$ cat src/rtl/zero_run_encoder_defines.svh
// ----------------------------------------------------------------------------
// zero_run_encoder_defines.svh
// Assertion macros shared by the zero-run encoder modules.
// Each macro expects signals named clk and rst_n in the enclosing module.
// ----------------------------------------------------------------------------
`ifndef ZERO_RUN_ENCODER_DEFINES_SVH
`define ZERO_RUN_ENCODER_DEFINES_SVH

// The consequent must hold in the same cycle as the antecedent.
`define ZRE_ASSERT_SAME(label, ante, cons, msg) \
    label: assert property (@(posedge clk) disable iff (!rst_n) \
        (ante) |-> (cons)) else $error(msg);

// The consequent must hold in the cycle after the antecedent.
`define ZRE_ASSERT_NEXT(label, ante, cons, msg) \
    label: assert property (@(posedge clk) disable iff (!rst_n) \
        (ante) |=> (cons)) else $error(msg);

`endif

$ cat src/rtl/zre_pkg.sv
// ----------------------------------------------------------------------------
// zre_pkg
// Types and constants shared by the zero-run encoder modules.
// ----------------------------------------------------------------------------
package zre_pkg;

    localparam logic [15:0] FULL_COUNT     = 16'hffff;
    localparam logic [7:0]  ZERO_BYTE      = 8'h00;
    localparam logic [7:0]  ALL_ONES_BYTE  = 8'hff;
    localparam int          ZRE_QUEUE_DEPTH = 2;

    // One command covers every byte that a single input item produces:
    // an optional count flush, an optional body byte and an optional
    // trailing zero count.
    typedef struct packed {
        logic        pre;
        logic [15:0] pre_count;
        logic        body;
        logic [7:0]  body_byte;
        logic        post;
        logic        last;
    } cmd_t;

    typedef enum logic [2:0] {
        PH_START,
        PH_PRE_LO,
        PH_PRE_HI,
        PH_BODY,
        PH_POST_LO,
        PH_POST_HI
    } phase_t;

endpackage

$ cat src/rtl/zre_in_if.sv
// ----------------------------------------------------------------------------
// zre_in_if
// Raw byte channel into the zero-run encoder.
// ----------------------------------------------------------------------------
interface zre_in_if;

    logic       valid;
    logic       ready;
    logic [7:0] raw_byte;
    logic       end_of_buffer;

    modport source (output valid, output raw_byte, output end_of_buffer, input ready);
    modport sink   (input valid, input raw_byte, input end_of_buffer, output ready);

endinterface

$ cat src/rtl/zre_out_if.sv
// ----------------------------------------------------------------------------
// zre_out_if
// Coded byte channel out of the zero-run encoder.
// ----------------------------------------------------------------------------
interface zre_out_if;

    logic       valid;
    logic       ready;
    logic [7:0] coded_byte;
    logic       final_byte;

    modport source (output valid, output coded_byte, output final_byte, input ready);
    modport sink   (input valid, input coded_byte, input final_byte, output ready);

endinterface

$ cat src/rtl/zre_front.sv
// ----------------------------------------------------------------------------
// zre_front
// Accepts raw bytes, tracks the open zero run and its count, and turns each
// request that yields coded bytes into one command for the output sequencer.
// ----------------------------------------------------------------------------
module zre_front
    import zre_pkg::*;
(
    input  logic      clk,
    input  logic      rst_n,
    zre_in_if.sink    in_bytes,
    input  logic      q_ready,
    output logic      push,
    output cmd_t      push_cmd
);

    logic        run_open_reg;
    logic        run_open_next;
    logic [15:0] count_reg;
    logic [15:0] count_next;
    logic        accept;
    logic        produce;
    logic [15:0] count_inc;

    assign in_bytes.ready = q_ready;
    assign accept         = in_bytes.valid && q_ready;
    assign count_inc      = count_reg + 16'd1;
    assign push           = accept && produce;

    always_comb
    begin
        push_cmd           = '0;
        push_cmd.last      = in_bytes.end_of_buffer;
        produce            = 1'b1;
        run_open_next      = run_open_reg;
        count_next         = count_reg;
        if (in_bytes.raw_byte == ZERO_BYTE)
        begin
            if (!run_open_reg)
            begin
                push_cmd.body      = 1'b1;
                push_cmd.body_byte = ZERO_BYTE;
                push_cmd.post      = in_bytes.end_of_buffer;
                run_open_next      = 1'b1;
                count_next         = '0;
            end
            else if (count_reg == FULL_COUNT)
            begin
                push_cmd.pre       = 1'b1;
                push_cmd.pre_count = FULL_COUNT;
                push_cmd.body      = 1'b1;
                push_cmd.body_byte = ZERO_BYTE;
                push_cmd.post      = in_bytes.end_of_buffer;
                count_next         = '0;
            end
            else
            begin
                count_next = count_inc;
                if (in_bytes.end_of_buffer)
                begin
                    push_cmd.pre       = 1'b1;
                    push_cmd.pre_count = count_inc;
                end
                else
                begin
                    produce = 1'b0;
                end
            end
            if (in_bytes.end_of_buffer)
            begin
                run_open_next = 1'b0;
                count_next    = '0;
            end
        end
        else
        begin
            if (run_open_reg)
            begin
                push_cmd.pre       = 1'b1;
                push_cmd.pre_count = count_reg;
            end
            push_cmd.body      = 1'b1;
            push_cmd.body_byte = in_bytes.raw_byte;
            run_open_next      = 1'b0;
            count_next         = '0;
        end
    end

    always_ff @(posedge clk or negedge rst_n)
    begin
        if (!rst_n)
        begin
            run_open_reg <= 1'b0;
            count_reg    <= '0;
        end
        else if (accept)
        begin
            run_open_reg <= run_open_next;
            count_reg    <= count_next;
        end
    end

endmodule

$ cat src/rtl/zre_cmd_queue.sv
// ----------------------------------------------------------------------------
// zre_cmd_queue
// Short command queue between the front and the output sequencer.
// ----------------------------------------------------------------------------
`include "zero_run_encoder_defines.svh"

module zre_cmd_queue
    import zre_pkg::*;
#(
    parameter int DEPTH = ZRE_QUEUE_DEPTH
)
(
    input  logic clk,
    input  logic rst_n,
    input  logic push,
    input  cmd_t push_cmd,
    output logic ready,
    input  logic pop,
    output logic head_valid,
    output cmd_t head_cmd
);

    localparam int AW = (DEPTH > 1) ? $clog2(DEPTH) : 1;
    localparam int CW = $clog2(DEPTH + 1);

    cmd_t          mem [DEPTH];
    logic [AW-1:0] wr_ptr_reg;
    logic [AW-1:0] wr_ptr_next;
    logic [AW-1:0] rd_ptr_reg;
    logic [AW-1:0] rd_ptr_next;
    logic [CW-1:0] count_reg;
    logic [CW-1:0] count_next;

    assign ready      = (count_reg != CW'(DEPTH));
    assign head_valid = (count_reg != '0);
    assign head_cmd   = mem[rd_ptr_reg];

    always_comb
    begin
        wr_ptr_next = wr_ptr_reg;
        rd_ptr_next = rd_ptr_reg;
        count_next  = count_reg;
        if (push)
        begin
            wr_ptr_next = (wr_ptr_reg == AW'(DEPTH - 1)) ? '0 : wr_ptr_reg + 1'b1;
        end
        if (pop)
        begin
            rd_ptr_next = (rd_ptr_reg == AW'(DEPTH - 1)) ? '0 : rd_ptr_reg + 1'b1;
        end
        if (push && !pop)
        begin
            count_next = count_reg + 1'b1;
        end
        else if (pop && !push)
        begin
            count_next = count_reg - 1'b1;
        end
    end

    always_ff @(posedge clk)
    begin
        if (push)
        begin
            mem[wr_ptr_reg] <= push_cmd;
        end
    end

    always_ff @(posedge clk or negedge rst_n)
    begin
        if (!rst_n)
        begin
            wr_ptr_reg <= '0;
            rd_ptr_reg <= '0;
            count_reg  <= '0;
        end
        else
        begin
            wr_ptr_reg <= wr_ptr_next;
            rd_ptr_reg <= rd_ptr_next;
            count_reg  <= count_next;
        end
    end

    `ZRE_ASSERT_SAME(a_count_in_range, 1'b1, count_reg <= CW'(DEPTH), "queue count exceeds depth")
    `ZRE_ASSERT_SAME(a_no_push_full, push, count_reg != CW'(DEPTH), "push into a full queue")
    `ZRE_ASSERT_SAME(a_no_pop_empty, pop, count_reg != '0, "pop from an empty queue")

endmodule

$ cat src/rtl/zre_back.sv
// ----------------------------------------------------------------------------
// zre_back
// Output sequencer: expands the command at the queue head into coded bytes,
// one per cycle unless the receiver stalls, into the output register.
// ----------------------------------------------------------------------------
`include "zero_run_encoder_defines.svh"

module zre_back
    import zre_pkg::*;
(
    input  logic      clk,
    input  logic      rst_n,
    input  logic      head_valid,
    input  cmd_t      head_cmd,
    output logic      pop,
    zre_out_if.source out_bytes
);

    phase_t     phase_reg;
    phase_t     phase_next;
    phase_t     cur_phase;
    phase_t     after_phase;
    logic       cmd_done;
    logic       advance;
    logic [7:0] cur_byte;
    logic       out_valid_reg;
    logic       out_valid_next;
    logic [7:0] out_byte_reg;
    logic       out_final_reg;

    assign advance = head_valid && (!out_valid_reg || out_bytes.ready);
    assign pop     = advance && cmd_done;

    always_comb
    begin
        if (phase_reg != PH_START)
        begin
            cur_phase = phase_reg;
        end
        else if (head_cmd.pre)
        begin
            cur_phase = PH_PRE_LO;
        end
        else if (head_cmd.body)
        begin
            cur_phase = PH_BODY;
        end
        else
        begin
            cur_phase = PH_POST_LO;
        end
    end

    // Next state: step through the parts the command holds.
    always_comb
    begin
        after_phase = PH_START;
        unique case (cur_phase)
            PH_PRE_LO:  after_phase = PH_PRE_HI;
            PH_PRE_HI:  after_phase = head_cmd.body ? PH_BODY :
                                      (head_cmd.post ? PH_POST_LO : PH_START);
            PH_BODY:    after_phase = head_cmd.post ? PH_POST_LO : PH_START;
            PH_POST_LO: after_phase = PH_POST_HI;
            PH_POST_HI: after_phase = PH_START;
            default:    after_phase = PH_START;
        endcase
        phase_next = advance ? after_phase : phase_reg;
    end

    // Outputs of the sequencer: the byte of the current part.
    always_comb
    begin
        cur_byte = ZERO_BYTE;
        unique case (cur_phase)
            PH_PRE_LO:               cur_byte = head_cmd.pre_count[7:0];
            PH_PRE_HI:               cur_byte = head_cmd.pre_count[15:8];
            PH_BODY:                 cur_byte = head_cmd.body_byte;
            PH_POST_LO, PH_POST_HI:  cur_byte = ZERO_BYTE;
            default:                 cur_byte = ZERO_BYTE;
        endcase
        cmd_done = (after_phase == PH_START);
    end

    always_comb
    begin
        if (advance)
        begin
            out_valid_next = 1'b1;
        end
        else if (out_bytes.ready)
        begin
            out_valid_next = 1'b0;
        end
        else
        begin
            out_valid_next = out_valid_reg;
        end
    end

    always_ff @(posedge clk or negedge rst_n)
    begin
        if (!rst_n)
        begin
            phase_reg     <= PH_START;
            out_valid_reg <= 1'b0;
        end
        else
        begin
            phase_reg     <= phase_next;
            out_valid_reg <= out_valid_next;
        end
    end

    always_ff @(posedge clk)
    begin
        if (advance)
        begin
            out_byte_reg  <= cur_byte;
            out_final_reg <= head_cmd.last && cmd_done;
        end
    end

    assign out_bytes.valid      = out_valid_reg;
    assign out_bytes.coded_byte = out_byte_reg;
    assign out_bytes.final_byte = out_final_reg;

    `ZRE_ASSERT_SAME(a_mid_cmd_has_head, phase_reg != PH_START, head_valid,
                     "command vanished while being expanded")
    `ZRE_ASSERT_SAME(a_pop_on_advance, pop, advance, "command popped without output")
    `ZRE_ASSERT_NEXT(a_phase_holds, (phase_reg != PH_START) && !advance, $stable(phase_reg),
                     "sequencer moved while stalled")

endmodule

$ cat src/rtl/zero_run_encoder.sv
// ----------------------------------------------------------------------------
// zero_run_encoder
// Streaming zero-run encoder. The first zero of a run is passed through and
// followed by a 16-bit little-endian count of the zeros after it; a nonzero
// byte or the end of the buffer flushes the count, and a full count emits
// FF FF and a fresh literal zero.
//
// Channels: in_bytes carries raw_byte and end_of_buffer, out_bytes carries
// coded_byte and final_byte; both move a request when valid and ready are
// high at a rising clock edge.
// A request is registered into the command queue, and its first coded byte
// is then registered into the output register.
// Throughput: one coded byte per cycle while ready is high. A request yields
// zero to five coded bytes and a plain byte one, so plain bytes flow at one
// per cycle; the output sequencer, emitting one byte a cycle, sets the rate.
// Reset: clears the run state, the command queue and the output valid flag.
// Stall: when the receiver holds ready low, the output byte holds, the
// command queue fills, and in_bytes.ready falls once the queue is full.
// ----------------------------------------------------------------------------
module zero_run_encoder
    import zre_pkg::*;
#(
    parameter int QUEUE_DEPTH = ZRE_QUEUE_DEPTH
)
(
    input  logic      clk,
    input  logic      rst_n,
    zre_in_if.sink    in_bytes,
    zre_out_if.source out_bytes
);

    logic q_ready;
    logic push;
    cmd_t push_cmd;
    logic pop;
    logic head_valid;
    cmd_t head_cmd;

    zre_front u_front (
        .clk      (clk),
        .rst_n    (rst_n),
        .in_bytes (in_bytes),
        .q_ready  (q_ready),
        .push     (push),
        .push_cmd (push_cmd)
    );

    zre_cmd_queue #(
        .DEPTH (QUEUE_DEPTH)
    ) u_queue (
        .clk        (clk),
        .rst_n      (rst_n),
        .push       (push),
        .push_cmd   (push_cmd),
        .ready      (q_ready),
        .pop        (pop),
        .head_valid (head_valid),
        .head_cmd   (head_cmd)
    );

    zre_back u_back (
        .clk        (clk),
        .rst_n      (rst_n),
        .head_valid (head_valid),
        .head_cmd   (head_cmd),
        .pop        (pop),
        .out_bytes  (out_bytes)
    );

endmodule

$ cat src/flat_wrapper.sv
// flat-port wrapper written by rule: the top's interface ports become plain ports
module zero_run_encoder_flat import zre_pkg::*;
#(
    parameter int QUEUE_DEPTH = ZRE_QUEUE_DEPTH
)
  (clk, rst_n, in_bytes_valid, in_bytes_raw_byte, in_bytes_end_of_buffer, in_bytes_ready, out_bytes_valid, out_bytes_coded_byte, out_bytes_final_byte, out_bytes_ready);
  zre_in_if in_bytes_i ();
  zre_out_if out_bytes_i ();
  input  logic clk;
  input  logic rst_n;
  input wire logic [$bits(in_bytes_i.valid)-1:0] in_bytes_valid;
  input wire logic [$bits(in_bytes_i.raw_byte)-1:0] in_bytes_raw_byte;
  input wire logic [$bits(in_bytes_i.end_of_buffer)-1:0] in_bytes_end_of_buffer;
  output wire logic [$bits(in_bytes_i.ready)-1:0] in_bytes_ready;
  output wire logic [$bits(out_bytes_i.valid)-1:0] out_bytes_valid;
  output wire logic [$bits(out_bytes_i.coded_byte)-1:0] out_bytes_coded_byte;
  output wire logic [$bits(out_bytes_i.final_byte)-1:0] out_bytes_final_byte;
  input wire logic [$bits(out_bytes_i.ready)-1:0] out_bytes_ready;
  assign in_bytes_i.valid = in_bytes_valid;
  assign in_bytes_i.raw_byte = in_bytes_raw_byte;
  assign in_bytes_i.end_of_buffer = in_bytes_end_of_buffer;
  assign in_bytes_ready = in_bytes_i.ready;
  assign out_bytes_valid = out_bytes_i.valid;
  assign out_bytes_coded_byte = out_bytes_i.coded_byte;
  assign out_bytes_final_byte = out_bytes_i.final_byte;
  assign out_bytes_i.ready = out_bytes_ready;
  zero_run_encoder #(.QUEUE_DEPTH(QUEUE_DEPTH)) u_core (.clk(clk), .rst_n(rst_n), .in_bytes(in_bytes_i), .out_bytes(out_bytes_i));
endmodule
$ cat config.mk
export PLATFORM = sky130hd
export DESIGN_NAME = zero_run_encoder_flat
export DESIGN_NICKNAME = d
export VERILOG_FILES = /design/src/rtl/zre_pkg.sv /design/src/rtl/zre_in_if.sv /design/src/rtl/zre_out_if.sv /design/src/rtl/zre_front.sv /design/src/rtl/zre_cmd_queue.sv /design/src/rtl/zre_back.sv /design/src/rtl/zero_run_encoder.sv /design/src/flat_wrapper.sv
export VERILOG_INCLUDE_DIRS = /design/src /design/src/rtl
export SDC_FILE = /design/constraint.sdc
export NUM_CORES = 1
export LEC_CHECK = 0
export BUFFER_PORTS_ARGS = -buffer_cell sky130_fd_sc_hd__clkbuf_2
export CORE_ASPECT_RATIO = 1.75
export CORE_MARGIN = 5
export CORE_UTILIZATION = 61
export DETAILED_ROUTE_END_ITERATION = 10
export PLACE_DENSITY = 0.85
export SLEW_MARGIN = 20
export SYNTH_ARGS = -nofsm -noshare
export SYNTH_HDL_FRONTEND = slang
export SYNTH_SLANG_ARGS = --single-unit
$ cat constraint.sdc
create_clock -name clk -period 4.95 [get_ports clk]
set_clock_uncertainty 0.05 [all_clocks]
set_input_delay 0.7425 -clock clk [delete_from_list [all_inputs] [get_ports clk]]
set_output_delay 0.7425 -clock clk [all_outputs]
set_load 0.05 [all_outputs]
==> out/metrics.cfg, run 1 <==
[power]
intPower_w = 0.00173
cellPowerDensity_mw_per_mm2 = 534
pwr-share-comb = 0.315
power.switching_w = 0.00100
p_leak_nw = 1.87
switching_share = 0.367
vdd_drop_max_mv = 0.258
p_clk_frac = 0.260
power_frac_seq = 0.425

[layout]
nets = 446
multiInputGateArea_mm2 = 0.00186
area_delta_synth_final_pct = 8.98
largest_reg_flops = 56
drive_gt1_frac = 0.147
n_antenna_cell = 0
final_common_cell = edfxtp_1
register_area_mm2 = 0.00258
nFillCells = 531
final_cell_mix = edfxtp_1, nand2_1, dfrtp_1

[routing]
routed_wl_mm = 11.2
drt-wirelength-per-cell_um = 21.3
final_antenna_net_count = 0
drt-initial-drc-count = 405
via_count = 3715
first_pass_iters = 4
vias_per_cell = 7.09
drc = 0

[timing]
timing.slew.headroom = 0.336
tns_ps = 0
finalCritPeriodShare = 0.605
rsz0062_at_grt = no
whs_ps = 382
drv_slew = 0
min_period_ps = 2990
finalHoldViolCount = 0
setup_viol = 0
tightest_slew_ps = 992
max_freq_mhz = 334

[synth]
synthArstFlopShare = 0.278
synth_xor_area_frac = 0.00746
synth_area_per_cell_um2 = 10.8
syn_inst = 433
synth_top_family_by_area = compound AO/OA/AOI/OAI gates
ys_seq_area_frac = 0.549
muxShareOfSynthArea = 0.0213
syn_nets = 448
synth_compound_area_frac = 0.208
synth_edf_count = 65
synth.distinct_cells = 60
ys_warn_count = 0
synth_seq_cells = 90
synth_fa_ha_area_frac = 0.00533
synth_ff_type = edfxtp_1
synth-simple-area-share = 0.154
syn_area_mm2 = 0.00469

[floorplan]
io_pins = 24
die_h_um = 126
initial_core_util = 0.620
coreArea_mm2 = 0.00757
rows = 42
fp.dieArea_mm2 = 0.00962
die_w_um = 76.3

[critical_path]
crit_fanout = 28
startpoint = u_core.u_front.count_reg[0]$_DFFE_PN0P_
r2r_cells = 6
criticalPathCategory = reg2reg
r2r_slack_ps = 1960
r2r-end = u_core.u_queue.mem[0][11]$_DFFE_PP_
startpoint_type = flop
end_kind = flop
arrival_ps = 2950
rr_startpoint = u_core.u_front.count_reg[0]$_DFFE_PN0P_
cp.required_ps = 4900

[cts]
post-cts-setup-buffer-count = 0
clock_sinks = 90
cts_made_buffers = 9
cts.path.max_buffers = 2
root_buffer = clkbuf_16
clock_latency_ps = 340
cts_tree = built
hold_buffers = 0
clk_pin_slew_worst_paths_ps = 60
cts_htree_levels = 3
cts_resized = 0

[flow_run]
cap_violations = 0

[hold_path]
min-delay-path-class = in2async

[global_route]
grt_pass1_wl_mm = 18.2
grt_use_total = 0.234
grt-ovfl-total = 0
grt_pass1_vias = 3664
grt_max_degree = 29
antenna_found_initial = 0

[place]
routabilityCongestion = 0.894
port_buffers = 23
hpwl_mm = 7.40

[status]
status = finished clean

-- logic make-up (layout without fill, tap and decap cells) --
kind of cell	after synthesis	count (layout)
simple gates	127	127
mux	10	10
buf+inv	66	69
compound gates	134	134
xor+xnor	4	4
flops	90	90
fa+ha+maj	2	2
-- cells in the mapped netlist (2+ instances only) --
library cell	count	area, um2
edfxtp_1	65	1950
clkbuf_1	30	113
nand2_1	28	105
dfrtp_1	25	626
inv_1	21	78.8
nor3_1	21	105
a21oi_1	19	95.1
a2111oi_0	15	131
a21o_1	15	113
nand4_1	15	93.8
o21ai_0	15	75.1
nand3_1	14	70.1
o22ai_1	13	81.3
nor2_1	11	41.3
mux2i_1	10	100
a211oi_1	8	60.1
a31oi_1	8	50.1
buf_2	8	40.0
o31a_1	7	61.3
and4_1	6	52.6
a221o_1	5	50.1
or2_2	5	31.3
and2_1	4	25.0
nand2b_1	4	25.0
o211ai_2	4	50.1
or4_1	4	30.0
a21boi_0	3	22.5
buf_1	3	11.3
clkinv_1	3	11.3
o211ai_1	3	22.5
o21a_1	3	22.5
o32ai_1	3	26.3
xor2_1	3	26.3
a22o_1	2	17.5
ha_1	2	25.0
nor4_1	2	12.5
nor4_2	2	25.0
or4_4	2	22.5
-- metal layers --
| metal | up-vias | global-route usage | wire length [um] |
|---|---|---|---|
| li1 | 1674 | - | - |
| met1 | 1762 | 0.273 | 4000 |
| met2 | 231 | 0.393 | 5870 |
| met3 | 48 | 0.0493 | 815 |
| met4 | 0 | 0.135 | 480 |
| met5 | - | 0 | 0 |
-- critical path, cell delays in order, from the launching register on --
cell	delay (ps)
dfrtp_1	510
ha_1	300
nand3_1	290
nor4_2	800
nor3_1	170
nor3_2	150
buf_4	370
-- power by group through the flow --
stage               sequential (W)  clock [W]  combinational (W)
floorplan                  0.00124          0           0.000563
finish                     0.00116   0.000710           0.000861
global placement           0.00116          0           0.000813
CTS                        0.00116   0.000718           0.000856
detailed placement         0.00117          0           0.000841
global route               0.00118   0.000754           0.000931
-- per-stage QoR --
step | instance area (um2) | setup slack [ps] | utilization | std cells | total power [W]
3_5_place_dp | 4800 | 1850 | 0.634 | 508 | 0.00202
6_report | 5120 | 1960 | 0.676 | 524 | 0.00273
4_1_cts | 5120 | 2020 | 0.676 | 524 | 0.00273
2_1_floorplan | 4690 | 975 | - | 433 | 0.00180
3_3_place_gp | 4800 | 1890 | 0.634 | 508 | 0.00197
5_1_grt | 5120 | 1850 | 0.676 | 524 | 0.00287
-- how the worst max path moves through the flow --
stage	end	slack (ps)	cells after the start
global placement	u_core.u_front.count_reg[5]$_DFFE_PN0P_	1890	5
CTS	u_core.u_queue.mem[0][8]$_DFFE_PP_	2020	6
floorplan	u_core.u_queue.mem[0][0]$_DFFE_PP_	980	5
global route	u_core.u_queue.mem[0][11]$_DFFE_PP_	1850	6
finish	u_core.u_queue.mem[0][11]$_DFFE_PP_	1960	6
detailed placement	u_core.u_front.count_reg[5]$_DFFE_PN0P_	1850	5
-- area by class of cell --
class                      count  share of cell area
multi-input combinational    277               0.364
sequential                    90               0.504
timing repair buffer          29              0.0313
inverter                      24              0.0176
clock buffer                  12              0.0523
clock inverter                 4             0.00929
tap                           88              0.0215
No activity file was read; power rests on OpenSTA's default activity.
==> inputs of run 2 (changes only) <==
Clock period 4.95 ns to 2.9 ns, I/O delays scaled along.
==> out/metrics.cfg, run 2 (same netlist as run 1, synthesis figures left out) <==
[layout]
final_cell_mix = edfxtp_1, nand2_1, dfrtp_1
register_area_mm2 = 0.00258
design_area_mm2 = 0.00525
largest_reg_flops = 56
n_antenna_cell = 0
drive_gt1_frac = 0.173
final_common_cell = edfxtp_1
area_delta_synth_final_pct = 11.8
nFillCells = 546
multiInputGateArea_mm2 = 0.00187
nets = 461
fin_util = 0.694

[cts]
hold_buffers = 0
cts_made_buffers = 9
cts.path.max_buffers = 2
post-cts-setup-buffer-count = 0
clk_pin_slew_worst_paths_ps = 60
cts_resized = 0
root_buffer = clkbuf_16
clock_latency_ps = 340
cts_tree = built
clock_sinks = 90
cts_htree_levels = 3

[critical_path]
startpoint_type = flop
rr_startpoint = u_core.u_front.count_reg[8]$_DFFE_PN0P_
cp.required_ps = 2890
arrival_ps = 2530
crit_fanout = 28
r2r-end = u_core.u_queue.mem[1][22]$_DFFE_PP_
criticalPathCategory = reg2reg
r2r_cells = 5
end_kind = flop
r2r_slack_ps = 350

[routing]
via_count = 3755
vias_per_cell = 6.97
final_antenna_net_count = 0
drc = 0
drt-wirelength-per-cell_um = 21.7
drt-initial-drc-count = 438
first_pass_iters = 5
routed_wl_mm = 11.7

[power]
cellPowerDensity_mw_per_mm2 = 900
vdd_drop_max_mv = 0.418
p_leak_nw = 1.94
power.total_w = 0.00472

[floorplan]
fp.dieArea_mm2 = 0.00962
initial_core_util = 0.620
die_w_um = 76.3
io_pins = 24
die_h_um = 126
coreArea_mm2 = 0.00757
rows = 42

[status]
status = finished clean

[timing]
rsz0062_at_grt = no
max_freq_mhz = 393
finalHoldViolCount = 0
tightest_slew_ps = 840
setup_viol = 0
timing.slew.headroom = 0.440
tns_ps = 0
drv_slew = 0
finalCritPeriodShare = 0.878
min_period_ps = 2550

[place]
hpwl_mm = 7.85
port_buffers = 23
routabilityCongestion = 0.938
placed_cell_area_mm2 = 0.00493

[global_route]
grt_pass1_vias = 3657
grt_max_degree = 29
grt-ovfl-total = 0
grt_pass1_wl_mm = 19.1
antenna_found_initial = 0
grt_use_total = 0.247

[flow_run]
cap_violations = 0

[hold_path]
min-delay-path-class = in2async

run 2: through the flow:
stage	cells	worst slack, ps	hold slack (ps)
after floorplan	433	39.4	89.4
after global placement	523	373	419
after detailed placement	523	312	439
after CTS	539	375	107
after global routing	539	258	136
final	539	353	86.0
run 2: worst max path at each step:
stage,startpoint,to,depth (start not counted)
6_report,u_core.u_front.count_reg[8]$_DFFE_PN0P_,u_core.u_queue.mem[1][22]$_DFFE_PP_,5
5_1_grt,u_core.u_queue.rd_ptr_reg$_DFFE_PN0P_,u_core.u_back.out_bytes.coded_byte[4]$_DFFE_PP_,6
4_1_cts,u_core.u_queue.rd_ptr_reg$_DFFE_PN0P_,u_core.u_back.out_bytes.coded_byte[4]$_DFFE_PP_,6
3_5_place_dp,in_bytes_raw_byte[0],u_core.u_front.count_reg[5]$_DFFE_PN0P_,5
3_3_place_gp,in_bytes_raw_byte[0],u_core.u_front.count_reg[5]$_DFFE_PN0P_,5
2_1_floorplan,u_core.u_front.count_reg[0]$_DFFE_PN0P_,u_core.u_queue.mem[1][0]$_DFFE_PP_,6
run 2: routing by layer:
metal  GRT usage  routed length (um)  vias up
li1            -                   -     1704
met2       0.425                6270      208
met4       0.130                 412        0
met5           0                   0        -
met3      0.0357                 802       39
met1       0.295                4190     1804
run 2: final cells by class:
cell class / instances / area share
multi-input combinational: 277 / 0.356
timing repair buffer: 44 / 0.0544
clock buffer: 13 / 0.0517
sequential: 90 / 0.491
clock inverter: 3 / 0.00858
inverter: 24 / 0.0172
tap: 88 / 0.0210
run 2: critical path, stage by stage, from the launching register on:
cell	delay (ps)
dfrtp_1	520
nand4_1	360
or4_1	650
a21oi_2	220
and2_1	220
buf_12	210
run 2: where the power goes:
group / total [W] / internal [W] / switching (W)
Clock: 0.00121 / 0.000744 / 0.000464
Combinational: 0.00160 / 0.000512 / 0.00109
Sequential: 0.00191 / 0.00175 / 0.000160
